===== config.mk =====
export PLATFORM = sky130hd
export DESIGN_NAME = eig_sqrt
export DESIGN_NICKNAME = d
export VERILOG_FILES = /design/src/sv/eig_sqrt.sv
export SDC_FILE = /design/constraint.sdc
export NUM_CORES = 2
export LEC_CHECK = 0
export BUFFER_PORTS_ARGS = -buffer_cell sky130_fd_sc_hd__buf_2
export CORE_MARGIN = 2
export CORE_UTILIZATION = 61
export DETAILED_ROUTE_END_ITERATION = 10
export PLACE_DENSITY_LB_ADDON = 0.08
export SYNTH_ARGS = -nofsm -noshare
export SYNTH_HDL_FRONTEND = slang
export SYNTH_SLANG_ARGS = --single-unit
export TNS_END_PERCENT = 20

===== constraint.sdc =====
create_clock -name clock -period 4.6 [get_ports clock]
set_input_delay 0.46 -clock clock [delete_from_list [all_inputs] [get_ports clock]]
set_output_delay 0.46 -clock clock [all_outputs]
set_load 0.01 [all_outputs]

===== src/sv/eig_sqrt.sv =====
// ----------------------------------------------------------------------------
// eig_sqrt
// Pipelined integer square root, one root bit per register stage.
// ----------------------------------------------------------------------------
module eig_sqrt #(
   parameter int RAD_W  = 50,
   parameter int SIDE_W = 1
) (
   input  logic                 clock,
   input  logic                 reset,
   input  logic                 in_valid,
   input  logic [RAD_W-1:0]     in_rad,
   input  logic [SIDE_W-1:0]    in_side,
   output logic                 out_valid,
   output logic [RAD_W/2-1:0]   out_root,
   output logic [SIDE_W-1:0]    out_side
);

   localparam int RW = RAD_W / 2;

   logic [RW-1:0]     v_ff;
   logic [RW+1:0]     x_ff    [RW];
   logic [RW+1:0]     x_in    [RW];
   logic [RW-1:0]     r_ff    [RW];
   logic [RW-1:0]     r_in    [RW];
   logic [RAD_W-1:0]  n_ff    [RW];
   logic [SIDE_W-1:0] side_ff [RW];

   always_comb begin
      logic [RW+1:0]    xp;
      logic [RW-1:0]    rp;
      logic [RAD_W-1:0] np;
      logic [RW+1:0]    x_cat;
      logic [RW+1:0]    trial;
      logic             fit;
      for (int g = 0; g < RW; g++) begin
         if (g == 0) begin
            xp = '0;
            rp = '0;
            np = in_rad;
         end else begin
            xp = x_ff[g-1];
            rp = r_ff[g-1];
            np = n_ff[g-1];
         end
         // bring in the next radicand bit pair, try (4r + 1)
         x_cat = {xp[RW-1:0], np[2*(RW-1-g)+1 -: 2]};
         trial = {rp, 2'b01};
         fit   = (x_cat >= trial);
         x_in[g] = fit ? (x_cat - trial) : x_cat;
         r_in[g] = {rp[RW-2:0], fit};
      end
   end

   always_ff @(posedge clock) begin
      if (reset) begin
         v_ff <= '0;
      end else begin
         v_ff <= {v_ff[RW-2:0], in_valid};
      end
   end

   always_ff @(posedge clock) begin
      for (int g = 0; g < RW; g++) begin
         x_ff[g] <= x_in[g];
         r_ff[g] <= r_in[g];
         n_ff[g] <= (g == 0) ? in_rad : n_ff[g-1];
         side_ff[g] <= (g == 0) ? in_side : side_ff[g-1];
      end
   end

   assign out_valid = v_ff[RW-1];
   assign out_root  = r_ff[RW-1];
   assign out_side  = side_ff[RW-1];

endmodule


== Yosys cells after proc, flatten, opt, wreduce, memory -nomap -nowiden ==
Memories as Yosys holds them, arrays and structs flattened.
Index checks and enable logic that the tools add are counted.
Operators by class
  add/subtract/negate cells: 25
  magnitude comparators: 25
  muxes and demuxes: 25
Operators by type and width (count)
  $mux W27: 25
  $ge A27 B27 Y1: 24
  $sub A27 B27 Y27: 24
  $sub A2 B1 Y3 const B: 1
  $ge A2 B1 Y1 const B: 1
Word-level totals
  flip-flop bits (word level): 25
  RAM bits: 2575
  input port bits: 54
  output and inout port bits: 27
  word-level logic and storage cells: 80
  memories: 4
Memory list
  n_ff: words 25, width 50, rd ports 24, clocked after memory_dff 0, wr ports 25, RTL line 26  | logic [RAD_W-1:0] n_ff [RW];
  x_ff: words 25, width 27, rd ports 24, clocked after memory_dff 0, wr ports 25, RTL line 22  | logic [RW+1:0] x_ff [RW];
  r_ff: words 25, width 25, rd ports 25, clocked after memory_dff 0, wr ports 25, RTL line 24  | logic [RW-1:0] r_ff [RW];
  side_ff: words 25, width 1, rd ports 25, clocked after memory_dff 0, wr ports 25, RTL line 27  | logic [SIDE_W-1:0] side_ff [RW];

== Depth between registers and ports, before layout ==
An unclocked memory read counts as a cell.
  word-level depth: 3
  depth in mapped cells: 14

== Worst setup path before layout ==
OpenSTA, ideal clock, no wires.
  path kind: register to register
  from: memory r_ff[0][362] (netlist bit)
  to: memory x_ff[1][190] (netlist bit)
  library setup time: 128 ps
  arrival: 2874 ps
  slack: 1598 ps
  cell stages (with the launch flop): 15
  path buffers: 4
  period minus slack after synthesis: 3002 ps
  cells stage by stage: dfxtp_1 > inv_1 > ha_1 > clkbuf_1 > and3_1 > nand3_1 > or3_1 > nor4_1 > nor3_1 > o211a_1 > clkbuf_1 > inv_1 > clkbuf_1 > clkbuf_1 > a21oi_1
RTL lines (RTL line)
  start, declared: 24
  end, declared: 22

==> reports/results.tsv <==
stage	metric	value	unit
timing	Final min period	3.607	ns
floorplanning	die extent in y	305.5	um
critical_path	flop2flop setup slack	0.99	ns
routing	DRC errors left	0	
placement	gp weighted congestion	0.8842	
hold_path	worst hold start	reset	
pwr	PD cells	576.7	nW/um^2
routing	drt pass-1 iters	7	
yosys	Post-Synthesis Cells	5316	
critical_path	Worst Path Max Fanout	36	
routing	1st-iter DRT viols	2061	
yosys	post-synthesis sequential area ratio	55.67	%
yosys	Cell variety after synth	89	
routing	Post-DRT Antenna Nets	0	
pwr	maximum VDD drop	0.4599	mV
timing	Peak Freq	277.3	MHz
clock_network	total CTS buffers	147	
clock_network	CTS tree	built	
critical_path	Worst R2R Start	r_ff[0][325]	
pwr	Cell Int Power	0.02575	W
critical_path	critical path arrival	4.24	ns
timing	Worst Tran Pin Value	1.116	ns
critical_path	Cell Chain, Critical Path	inv_1, ha_1, o21ai_0, a211oi_1, a221oi_1, o2bb2ai_1, o311a_1, nor4b_1, nand2_1, xnor2_1	
timing	# setup viols final	0	
clock_network	Reg clk slew, reported paths	0.06	ns
yosys	cell taking the most area after synthesis	dfxtp_1	
yosys	synthesized area	55460	um^2
timing	RSZ-0062 raised after global routing	no	
placement	port bufs	80	
finish	ratio of cells with drive above 1 in the final layout	8.458	%
pwr	Clk pwr share	33.3	%
placement	DP Wirelength	79.69	mm
critical_path	worst r2r dst	x_ff[1][184]	
global_route	number of global-route vias before repair	35580	
global_route	GRT Util Overall	23.40	%
floorplanning	io pins	81	
routing	mean number of vias per cell	5.318	
global_route	first-pass GRT wire length	177.8	mm
timing	Hold Violations, Final	0	
clock_network	CTS H-Tree Depth	4	
finish	Total Nets Final	5916	
pwr	Reg power frac	47.9	%
critical_path	R2R depth	10	
yosys	number of synthesized flops with an enable pin	0	
floorplanning	Core ar.	90010	um^2
floorplanning	Core Rows	110	
critical_path	CP max stage cell	o311a_1	
timing	Period Utilization, post-route	78.40	%
timing	worst rel slew slack	25.57	%
clock_network	postcts setup bufs	0	
critical_path	CP Class	reg -> reg	
finish	FF+latch area	30870	um^2
critical_path	CP required	5.24	ns
global_route	initial antenna violation count	0	
timing	Sum Neg Setup Slack	0	ns
hold_path	Hold Path Depth	2	
yosys	Post-Syn Nets	5721	
pwr	switching share of power	28.47	%
run_status	status	finished, final reports clean	
hold_path	Worst Hold Class	in -> reg	
critical_path	startpoint types	flip-flop	
global_route	largest net degree at the start of global routing	37	
yosys	synth top area cells	dfxtp_1 56%, ha_1 7.9%, xnor2_1 4.1%, xor2_1 3.0%, inv_1 3.0%	
job	max-cap check violation count	0	
critical_path	Setup crit end kind	flip-flop	
finish	area grow syn2layout	12.58	%
placement	dpl ws	0.9834	ns
floorplanning	Die Area	93340	um^2
yosys	synthesized flop and latch total	1542	
floorplanning	die width	305.5	um
global_route	GRT Residual Overflow	0	
clock_network	clock tree buffer depth	3	
placement	placed cells	6485	
yosys	synth warn	0	
yosys	top cell type's share of synthesized area	55.67	%
routing	Vias	36181	
finish	Fillers	6833	
hold_path	Worst Hold End	v_ff[22]	
clock_network	clock net sink count	1542	
floorplanning	Initial Util	61.61	%
critical_path	max incr delay on CP	0.71	ns
yosys	Main synth FF type	dfxtp_1	
timing	Setup WS post-layout	0.9934	ns
finish	number of diodes	0	
timing	Slew Viols, Final	0	
clock_network	Root Driver	clkbuf_16	
finish	multi-input logic area	22460	um^2
routing	Routed WL	109.2	mm
finish	final std cells w/o fill	6804	
pwr	combinational power share	18.8	%
yosys	Mapped Avg Cell Area	10.43	um^2
clock_network	Skew-Pair Late Insertion Delay	0.76	ns
pwr	static leakage power	29.30	nW
timing	Worst Skew	0.03058	ns
routing	DR WL/cell	16.05	um
yosys	count leader, synth	dfxtp_1	
pwr	total net switching power	0.01025	W
yosys	most frequent cells after synthesis	1,542 x dfxtp_1, 436 x inv_1, 351 x ha_1	
yosys	fraction of registers with async set/reset	0	%
## per-stage QoR
stage	utilization (%)	area, um^2	power (W)	hold slack (ns)
after floorplan	-	55460	0.02226	0.3096
after global placement	63.33	57010	0.02406	0.3095
after detailed placement	63.33	57010	0.02418	0.3121
after CTS	69.36	62430	0.03628	0.08621
after global routing	69.36	62430	0.03786	0.1213
final	69.36	62430	0.03600	0.1251
## flip-flops by register name, indices dropped and copies added, names as in the netlist
| name | flops |
|---|---|
| n_ff | 600 |
| x_ff | 567 |
| r_ff | 325 |
| side_ff | 25 |
| v_ff | 25 |
## worst max-delay path by stage
| stage | start | end | slack [ns] |
|---|---|---|---|
| 4_1_cts | r_ff[0][325] | x_ff[1][184] | 0.97 |
| 6_report | r_ff[0][325] | x_ff[1][184] | 0.99 |
| 3_3_place_gp | r_ff[0][325] | x_ff[1][186] | 1.05 |
| 5_1_grt | r_ff[0][325] | x_ff[1][186] | 0.60 |
| 3_5_place_dp | r_ff[0][325] | x_ff[1][184] | 0.98 |
| 2_1_floorplan | r_ff[0][362] | x_ff[1][190] | 1.60 |
## worst max-delay path, delay by kind of cell (launching register included)
family          cells  cell delay [ns]
compound gates      5             1.85
simple gates        2             0.81
flops               1             0.33
fa+ha+maj           1             0.33
buf+inv             1             0.05
xor+xnor            1             0.15
## what timing repair did
action / CTS / global route
endpoints found under the hold margin: 53 / 0
resized for setup: 0 / 0
hold buffers: 53 / 0
## layer usage
metal / part of all wire, % / global-route usage [%] / wire length (um)
met3: 3.4 / 3.480 / 3688
met5: 0 / 0 / 0
met4: 2.5 / 7.676 / 2747
met1: 44 / 29.09 / 48570
met2: 50 / 41.58 / 54220
## layout by cell type (no fill, tap or decap), drive strengths merged, types with 110 or more instances in the layout
master / Yosys / routed
clkbuf: 72 / 210
o21ai: 262 / 262
xor2: 188 / 188
nor3: 136 / 136
nor2: 308 / 308
inv: 436 / 447
xnor2: 257 / 257
dfxtp: 1542 / 1542
nand2: 320 / 320
a21o: 110 / 110
a21oi: 274 / 274
ha: 351 / 351
## logic make-up (layout without fill, tap and decap cells)
group                    count (synthesis)  in the layout  synth area share (%)
other                                    1              1              0.006762
flip-flops                            1542           1542                 55.67
AO/OA/AOI/OAI                         1010           1010                 11.62
AND/OR/NAND/NOR                       1335           1335                 12.14
multiplexers                            86             86                 1.728
buffers and inverters                  546            858                 3.894
adder cells (fa/ha/maj)                351            351                 7.919
XOR/XNOR                               445            445                 7.028
## layout make-up
class                           count  area share, %
Sequential cell                  1542          49.45
Multi-Input combinational cell   3228          35.98
Tap cell                         1176          2.357
Clock buffer                      210          6.690
Inverter                          437          2.627
Timing Repair Buffer              155          1.756
Clock inverter                     56          1.146
## power groups by stage
stage / Sequential [W] / Combinational, W / Clock [W]
global route: 0.0175 / 0.00757 / 0.0128
CTS: 0.0173 / 0.00675 / 0.0123
detailed placement: 0.0175 / 0.00666 / 0
finish: 0.0172 / 0.00678 / 0.0120
global placement: 0.0175 / 0.00655 / 0
floorplan: 0.0168 / 0.00542 / 0
No activity file was read; power rests on OpenSTA's default activity.
