==> config.mk <==
export PLATFORM = sky130hd
export DESIGN_NAME = eig_div
export DESIGN_NICKNAME = d
export VERILOG_FILES = /design/src/sv/eig_div.sv
export SDC_FILE = /design/constraint.sdc
export NUM_CORES = 2
export LEC_CHECK = 0
export BUFFER_PORTS_ARGS = -buffer_cell sky130_fd_sc_hd__buf_2
export CAP_MARGIN = 5
export CORE_ASPECT_RATIO = 1.4
export CORE_MARGIN = 3
export CORE_UTILIZATION = 64
export DETAILED_ROUTE_END_ITERATION = 16
export GPL_TIMING_DRIVEN = 0
export PLACE_DENSITY_LB_ADDON = 0.25
export SYNTH_ARGS = -nofsm -noshare
export SYNTH_HDL_FRONTEND = slang
export SYNTH_SLANG_ARGS = --single-unit
==> constraint.sdc <==
create_clock -name clock -period 4.2 [get_ports clock]
set_input_delay 0.21 -clock clock [delete_from_list [all_inputs] [get_ports clock]]
set_output_delay 0.21 -clock clock [all_outputs]
set_load 0.05 [all_outputs]
==> src/sv/eig_div.sv <==
// ----------------------------------------------------------------------------
// eig_div
// Pipelined restoring divider, two numerators over one shared divisor,
// one quotient bit per register stage. Numerators must not exceed the divisor.
// ----------------------------------------------------------------------------
module eig_div #(
   parameter int DEN_W  = 26,
   parameter int NUM_W  = 25,
   parameter int QUO_W  = 17,
   parameter int SIDE_W = 1
) (
   input  logic               clock,
   input  logic               reset,
   input  logic               in_valid,
   input  logic [DEN_W-1:0]   in_den,
   input  logic [NUM_W-1:0]   in_num_x,
   input  logic [NUM_W-1:0]   in_num_y,
   input  logic [SIDE_W-1:0]  in_side,
   output logic               out_valid,
   output logic [QUO_W-1:0]   out_quo_x,
   output logic [QUO_W-1:0]   out_quo_y,
   output logic [SIDE_W-1:0]  out_side
);

   logic [QUO_W-1:0]  v_ff;
   logic [DEN_W-1:0]  den_ff  [QUO_W];
   logic [DEN_W-1:0]  rx_ff   [QUO_W];
   logic [DEN_W-1:0]  rx_in   [QUO_W];
   logic [DEN_W-1:0]  ry_ff   [QUO_W];
   logic [DEN_W-1:0]  ry_in   [QUO_W];
   logic [QUO_W-1:0]  qx_ff   [QUO_W];
   logic [QUO_W-1:0]  qx_in   [QUO_W];
   logic [QUO_W-1:0]  qy_ff   [QUO_W];
   logic [QUO_W-1:0]  qy_in   [QUO_W];
   logic [SIDE_W-1:0] side_ff [QUO_W];

   always_comb begin
      logic [DEN_W-1:0] dp;
      logic [DEN_W:0]   catx;
      logic [DEN_W:0]   caty;
      logic [DEN_W:0]   difx;
      logic [DEN_W:0]   dify;
      logic             fx;
      logic             fy;
      for (int g = 0; g < QUO_W; g++) begin
         if (g == 0) begin
            dp   = in_den;
            catx = (DEN_W+1)'(in_num_x);
            caty = (DEN_W+1)'(in_num_y);
         end else begin
            dp   = den_ff[g-1];
            catx = {rx_ff[g-1], 1'b0};
            caty = {ry_ff[g-1], 1'b0};
         end
         difx = catx - {1'b0, dp};
         dify = caty - {1'b0, dp};
         fx   = (catx >= {1'b0, dp});
         fy   = (caty >= {1'b0, dp});
         rx_in[g] = fx ? difx[DEN_W-1:0] : catx[DEN_W-1:0];
         ry_in[g] = fy ? dify[DEN_W-1:0] : caty[DEN_W-1:0];
         if (g == 0) begin
            qx_in[g] = QUO_W'(fx);
            qy_in[g] = QUO_W'(fy);
         end else begin
            qx_in[g] = {qx_ff[g-1][QUO_W-2:0], fx};
            qy_in[g] = {qy_ff[g-1][QUO_W-2:0], fy};
         end
      end
   end

   always_ff @(posedge clock) begin
      if (reset) begin
         v_ff <= '0;
      end else begin
         v_ff <= {v_ff[QUO_W-2:0], in_valid};
      end
   end

   always_ff @(posedge clock) begin
      for (int g = 0; g < QUO_W; g++) begin
         den_ff[g]  <= (g == 0) ? in_den : den_ff[g-1];
         side_ff[g] <= (g == 0) ? in_side : side_ff[g-1];
         rx_ff[g]   <= rx_in[g];
         ry_ff[g]   <= ry_in[g];
         qx_ff[g]   <= qx_in[g];
         qy_ff[g]   <= qy_in[g];
      end
   end

   assign out_valid = v_ff[QUO_W-1];
   assign out_quo_x = qx_ff[QUO_W-1];
   assign out_quo_y = qy_ff[QUO_W-1];
   assign out_side  = side_ff[QUO_W-1];

endmodule
* Word level (Yosys, flattened, before mapping)
Memory sizes are Yosys's and may differ from the RTL's. Cells that the tools add are included.
Word-level totals: register bits 17, latch bits 0, RAM bits 1921, memory bits (read-only) 0, word-level logic and storage cells 109, memories kept 6
Memories:
- den_ff | words 17, bits a word 26, rd ports 16, clocked after Yosys merged registers in 0, wr ports 17, RTL line 26 | logic [DEN_W-1:0] den_ff [QUO_W];
- rx_ff | words 17, bits a word 26, rd ports 16, clocked after Yosys merged registers in 0, wr ports 17, RTL line 27 | logic [DEN_W-1:0] rx_ff [QUO_W];
- ry_ff | words 17, bits a word 26, rd ports 16, clocked after Yosys merged registers in 0, wr ports 17, RTL line 29 | logic [DEN_W-1:0] ry_ff [QUO_W];
- qx_ff | words 17, bits a word 17, rd ports 17, clocked after Yosys merged registers in 0, wr ports 17, RTL line 31 | logic [QUO_W-1:0] qx_ff [QUO_W];
- qy_ff | words 17, bits a word 17, rd ports 17, clocked after Yosys merged registers in 0, wr ports 17, RTL line 33 | logic [QUO_W-1:0] qy_ff [QUO_W];
- side_ff | words 17, bits a word 1, rd ports 17, clocked after Yosys merged registers in 0, wr ports 17, RTL line 35 | logic [SIDE_W-1:0] side_ff [QUO_W];
Operators by class: $add $sub $neg 34, $mul 0, div/mod/pow operators 0, magnitude comparators 34, eq/ne operators 0, shift operators 0, muxes and demuxes 34, bitwise gates (word level) 0, reduce and logical (&&, ||, !) cells 0
Operators with widths (count):
- two-way mux 26 bit | 34
- >= comparator 27 x 26 -> 1 bit | 32
- subtractor 26 bit | 32
- >= comparator 25 x 26 -> 1 bit | 2
- subtractor 25 x 26 -> 26 bit | 2

* Depth between registers and ports, before layout
An unclocked memory read counts as a cell.
depth in word-level cells 3, depth in mapped cells 15, depth with buffers taken out 13

* Least setup slack after synthesis
OpenSTA, ideal clock, no wires.
path type register to register, start memory den_ff[5][1], in the netlist den_ff[0][131], end memory ry_ff[6][18], in the netlist ry_ff[0][174], setup time 121 ps, data arrival time 3094 ps, slack 985 ps, cell stages (with the launch flop) 14, cell sequence dfxtp_1 inv_1 ha_1 nor2b_1 o31a_1 o31a_1 o211ai_2 a31oi_1 o31ai_2 a21oi_2 o21ai_1 nor4b_4 buf_6 mux2_2
RTL lines (RTL line):
- start, declared | 26
- end, declared | 29

==> impl_metrics.env <==
export IMPL_io_pin_count=116
export IMPL_via_per_inst=6.12
export IMPL_layout_drive_gt1_share_pct=10.2
export IMPL_std_cell_rows=155
export IMPL_via_count=68600
export IMPL_critical_path_peak_fanout=6
export IMPL_post_synth_num_cell_types=99
export IMPL_synth_cells_most_frequent="sky130_fd_sc_hd__dfxtp_1 (1588), sky130_fd_sc_hd__ha_1 (880), sky130_fd_sc_hd__a21oi_1 (806)"
export IMPL_timing_max_cap_violations=0
export IMPL_fmaxAchievable_ghz=0.235
export IMPL_nFillCells=9823
export IMPL_clk_latency_ps=810
export IMPL_timing_reg2reg_setup_slack_ps=-50
export IMPL_p_leak_nw=42.0
export IMPL_synth_seq_area_share_pct=38.3
export IMPL_crit_path_start_kind="register"
export IMPL_worst_hold_path_num_cells=2
export IMPL_critPathTopFamily="compound AO/OA/AOI/OAI gates"
export IMPL_hold_end="side_ff[0]"
export IMPL_dr_pass1_iters=9
export IMPL_synth_compound_area_share_pct=19.2
export IMPL_hpwl_um=197000
export IMPL_yosys_area_top_type_share_pct=38.3
export IMPL_netlist_top_cells_area="sky130_fd_sc_hd__dfxtp_1 (38%), sky130_fd_sc_hd__ha_1 (13%), sky130_fd_sc_hd__mux2_2 (5.0%)"
export IMPL_cts_root_to_sink_buffers=3
export IMPL_antenna_violations_before_repair=10
export IMPL_violations_in_the_final_reports="negative setup slack"
export IMPL_crit_start="den_ff[0][312]"
export IMPL_timing_final_setup_violations=1
export IMPL_post_place_ws_ps=-127
export IMPL_post_synth_and_or_nand_nor_area_fraction_pct=11.6
export IMPL_synth_area_sq_mm=0.0831
export IMPL_powerDensity_mw_per_mm2=932
export IMPL_synth_seq_cells=1588
export IMPL_grt_pass1_wl_um=376000
export IMPL_rsz0062_at_grt="yes"
export IMPL_tns_ps=-49.1
export IMPL_cts_tree="yes"
export IMPL_postRouteWirelength_um=248000
export IMPL_synth_enable_flop_cells=0
export IMPL_post_synth_inst_count=9004
export IMPL_antenna_left=0
export IMPL_crit_path_max_incr_delay_ps=620
export IMPL_hold_slack_ps=60.0
export IMPL_initial_utilization_pct=64.8
export IMPL_hold_path_startpoint="in_side"
export IMPL_worstSetupEndpointType="register"
export IMPL_port_buffer_count=115
export IMPL_grt_ovfl_total=0
export IMPL_clkSinkCount=1588
export IMPL_drt_iter0_drc=5488
export IMPL_cp_cell_sequence="inv_1 -> fa_1 -> a21oi_1 -> o21ai_0 -> a2111oi_0 -> nor2_1 -> a21boi_0 -> nor3_1 -> or3b_2 -> o31ai_1 -> xor2_1 -> o21ai_0"
export IMPL_tightest_slew_ps=1330
export IMPL_worst_ir_drop_vdd_mv=0.646
export IMPL_grt_max_degree=17
export IMPL_relSlewSlack_pct=10.7
export IMPL_synthArstFlopShare_pct=0
export IMPL_cpMostUsedCell="sky130_fd_sc_hd__o21ai_0"
export IMPL_regToRegEndpoint="ry_ff[0][356]"
export IMPL_synth_ff_type="sky130_fd_sc_hd__dfxtp_1"
export IMPL_cp_data_required_time_ps=4850
export IMPL_most_used_standard_cell_by_instance_count_after_synthesis="sky130_fd_sc_hd__dfxtp_1"
export IMPL_report_final_slew_viol_count=0
export IMPL_cts_htree_levels=4
export IMPL_dieArea_sq_mm=0.134
export IMPL_floorplan_die_height_um=432
export IMPL_final_critical_path_time_including_i_o_delays_and_setup_ps=4250
export IMPL_cts_inserted_buffers=152
export IMPL_fin_nets=10400
export IMPL_finClkSkew_ps=27.8
export IMPL_yosys_mux_area_fraction_pct=5.57
export IMPL_all_layer_global_routing_usage_pct=36.1
export IMPL_clockRootBuffer="sky130_fd_sc_hd__clkbuf_16"
export IMPL_timing_critical_path_slowest_stage_cell="sky130_fd_sc_hd__a21boi_0"
export IMPL_critical_path_class="register to register"
export IMPL_post_synth_xor_area_fraction_pct=7.15
export IMPL_synth_top_area_cell="sky130_fd_sc_hd__dfxtp_1"
export IMPL_die_width_um=310
export IMPL_clk_pin_slew_ps=60
export IMPL_holdCritPathClass="primary input to register"
export IMPL_syn_nets=9996
export IMPL_drt_wirelength_per_cell_um=22.1
export IMPL_final_period_utilization_pct=101
export IMPL_critical_path_buf_inv_count=1
export IMPL_setup_slack_ps=-49.1
export IMPL_worst_endpoint_arrival_ps=4900
export IMPL_synth_top_family_by_area="compound AO/OA/AOI/OAI gates"
export IMPL_flow_area_growth_from_synthesis_pct=10.8
export IMPL_yosys_area_share_adder_pct=14.0
export IMPL_worst_r2r_startpoint="den_ff[0][312]"
export IMPL_ys_warnings_count=0
export IMPL_result_of_the_run="finished with violations"
export IMPL_worst_r2r_path_depth=12
export IMPL_placed_area_sq_mm=0.0858
export IMPL_grt_pass1_vias=68000
export IMPL_route_detailed_drc=0
export IMPL_place_congestion=1.03
export IMPL_postSynthAreaPerCell_sq_um=9.23
export IMPL_hold_viol=0
export IMPL_layout_cell_area_non_filler_sq_mm=0.0921
export IMPL_floorplan_core_area_sq_mm=0.128
-- where the power goes --
group | internal [mW] | leakage (nW) | switching (mW) | total [mW]
logic | 19.6 | 26.1 | 27.1 | 46.6
registers | 21.0 | 13.4 | 4.10 | 25.1
clock network | 7.98 | 2.54 | 6.15 | 14.1
-- placed cells by master, fill, tap and decap left out, types with 60 or more instances in the layout --
cell type,count
sky130_fd_sc_hd__clkbuf_16,153
sky130_fd_sc_hd__nand4_1,119
sky130_fd_sc_hd__nor3_1,134
sky130_fd_sc_hd__nor2b_1,121
sky130_fd_sc_hd__o21a_1,111
sky130_fd_sc_hd__nand3_1,155
sky130_fd_sc_hd__buf_2,168
sky130_fd_sc_hd__dlygate4sd3_1,81
sky130_fd_sc_hd__xnor2_1,422
sky130_fd_sc_hd__a211oi_1,71
sky130_fd_sc_hd__o31ai_1,68
sky130_fd_sc_hd__a31oi_1,69
sky130_fd_sc_hd__nand2b_1,74
sky130_fd_sc_hd__ha_1,880
sky130_fd_sc_hd__nand2_1,602
sky130_fd_sc_hd__a21o_1,389
sky130_fd_sc_hd__nor2_1,573
sky130_fd_sc_hd__and3_1,60
sky130_fd_sc_hd__mux2_2,370
sky130_fd_sc_hd__a21oi_1,803
sky130_fd_sc_hd__xor2_1,256
sky130_fd_sc_hd__clkbuf_1,129
sky130_fd_sc_hd__o21ai_0,529
sky130_fd_sc_hd__inv_1,633
sky130_fd_sc_hd__o21bai_1,94
sky130_fd_sc_hd__dfxtp_1,1588
-- worst max path at each step --
stage / end / slack [ps] / depth (start not counted)
finish: ry_ff[0][356] / -50 / 12
global route: ry_ff[0][362] / -200 / 12
CTS: rx_ff[0][279] / 7 / 12
detailed placement: ry_ff[0][336] / -130 / 12
global placement: ry_ff[0][362] / -110 / 12
floorplan: ry_ff[0][174] / 990 / 13
-- worst reg2reg max path, delay by kind of cell (launching register included) --
kind / cells / cell delay [ps]
AOI/OAI and AO/OA: 6 / 2130
and+or+nand+nor: 3 / 840
adders and majority gates: 1 / 460
DFF: 1 / 400
buffers and inverters: 1 / 170
xor gates and xnor gates: 1 / 110
-- layer usage --
metal  GRT usage, %  wire length (um)  vias to the layer above  part of all wire (%)
met5              0                49                        -                 0.020
met4           24.1             19200                        8                   7.7
met3           5.51             15000                      921                   6.0
met2           62.2            118000                     2731                    48
met1           41.3             95800                    32200                    39
li1               -                 -                    32700                     -
-- cell families after synthesis --
family          after synthesis
flops                      1588
simple gates               2042
fa+ha+maj                   912
xor+xnor                    678
buf+inv                     857
mux                         412
compound gates             2515
-- sequential cells by signal, indices dropped and copies added, names as in the netlist --
name	flops
den_ff	416
qy_ff	153
v_ff	17
qx_ff	153
side_ff	17
rx_ff	416
ry_ff	416
-- timing repair --
action | in CTS | in global routing
setup endpoints to repair | 55 | 236
resized for setup | 11 | 40
gates cloned | 0 | 0
buffers inserted | 2 | 10
pin swaps | 0 | 5
hold buffers | 81 | 0
endpoints found under the hold margin | 86 | 0
-- per-stage QoR --
stage               power [mW]  cells  utilization (%)
global placement          69.0  10800             66.9
CTS                       84.7  11200             71.7
finish                    85.8  11200             71.8
global route              90.9  11200             71.8
detailed placement        69.9  10800             66.9
floorplan                 57.1   9004                -
-- final cells by class --
class	instances	area [sq um]	share of cell area (%)
multi-input combinational	6559	47900	52.1
sequential	1588	31800	34.5
clock buffer	191	4170	4.53
inverter	634	2380	2.58
tap	1727	2160	2.35
timing repair buffer	208	1490	1.62
buffer	223	1100	1.20
clock inverter	86	1030	1.12
antenna	1	2.50	0.00272
(Power assumes the default switching activity.)
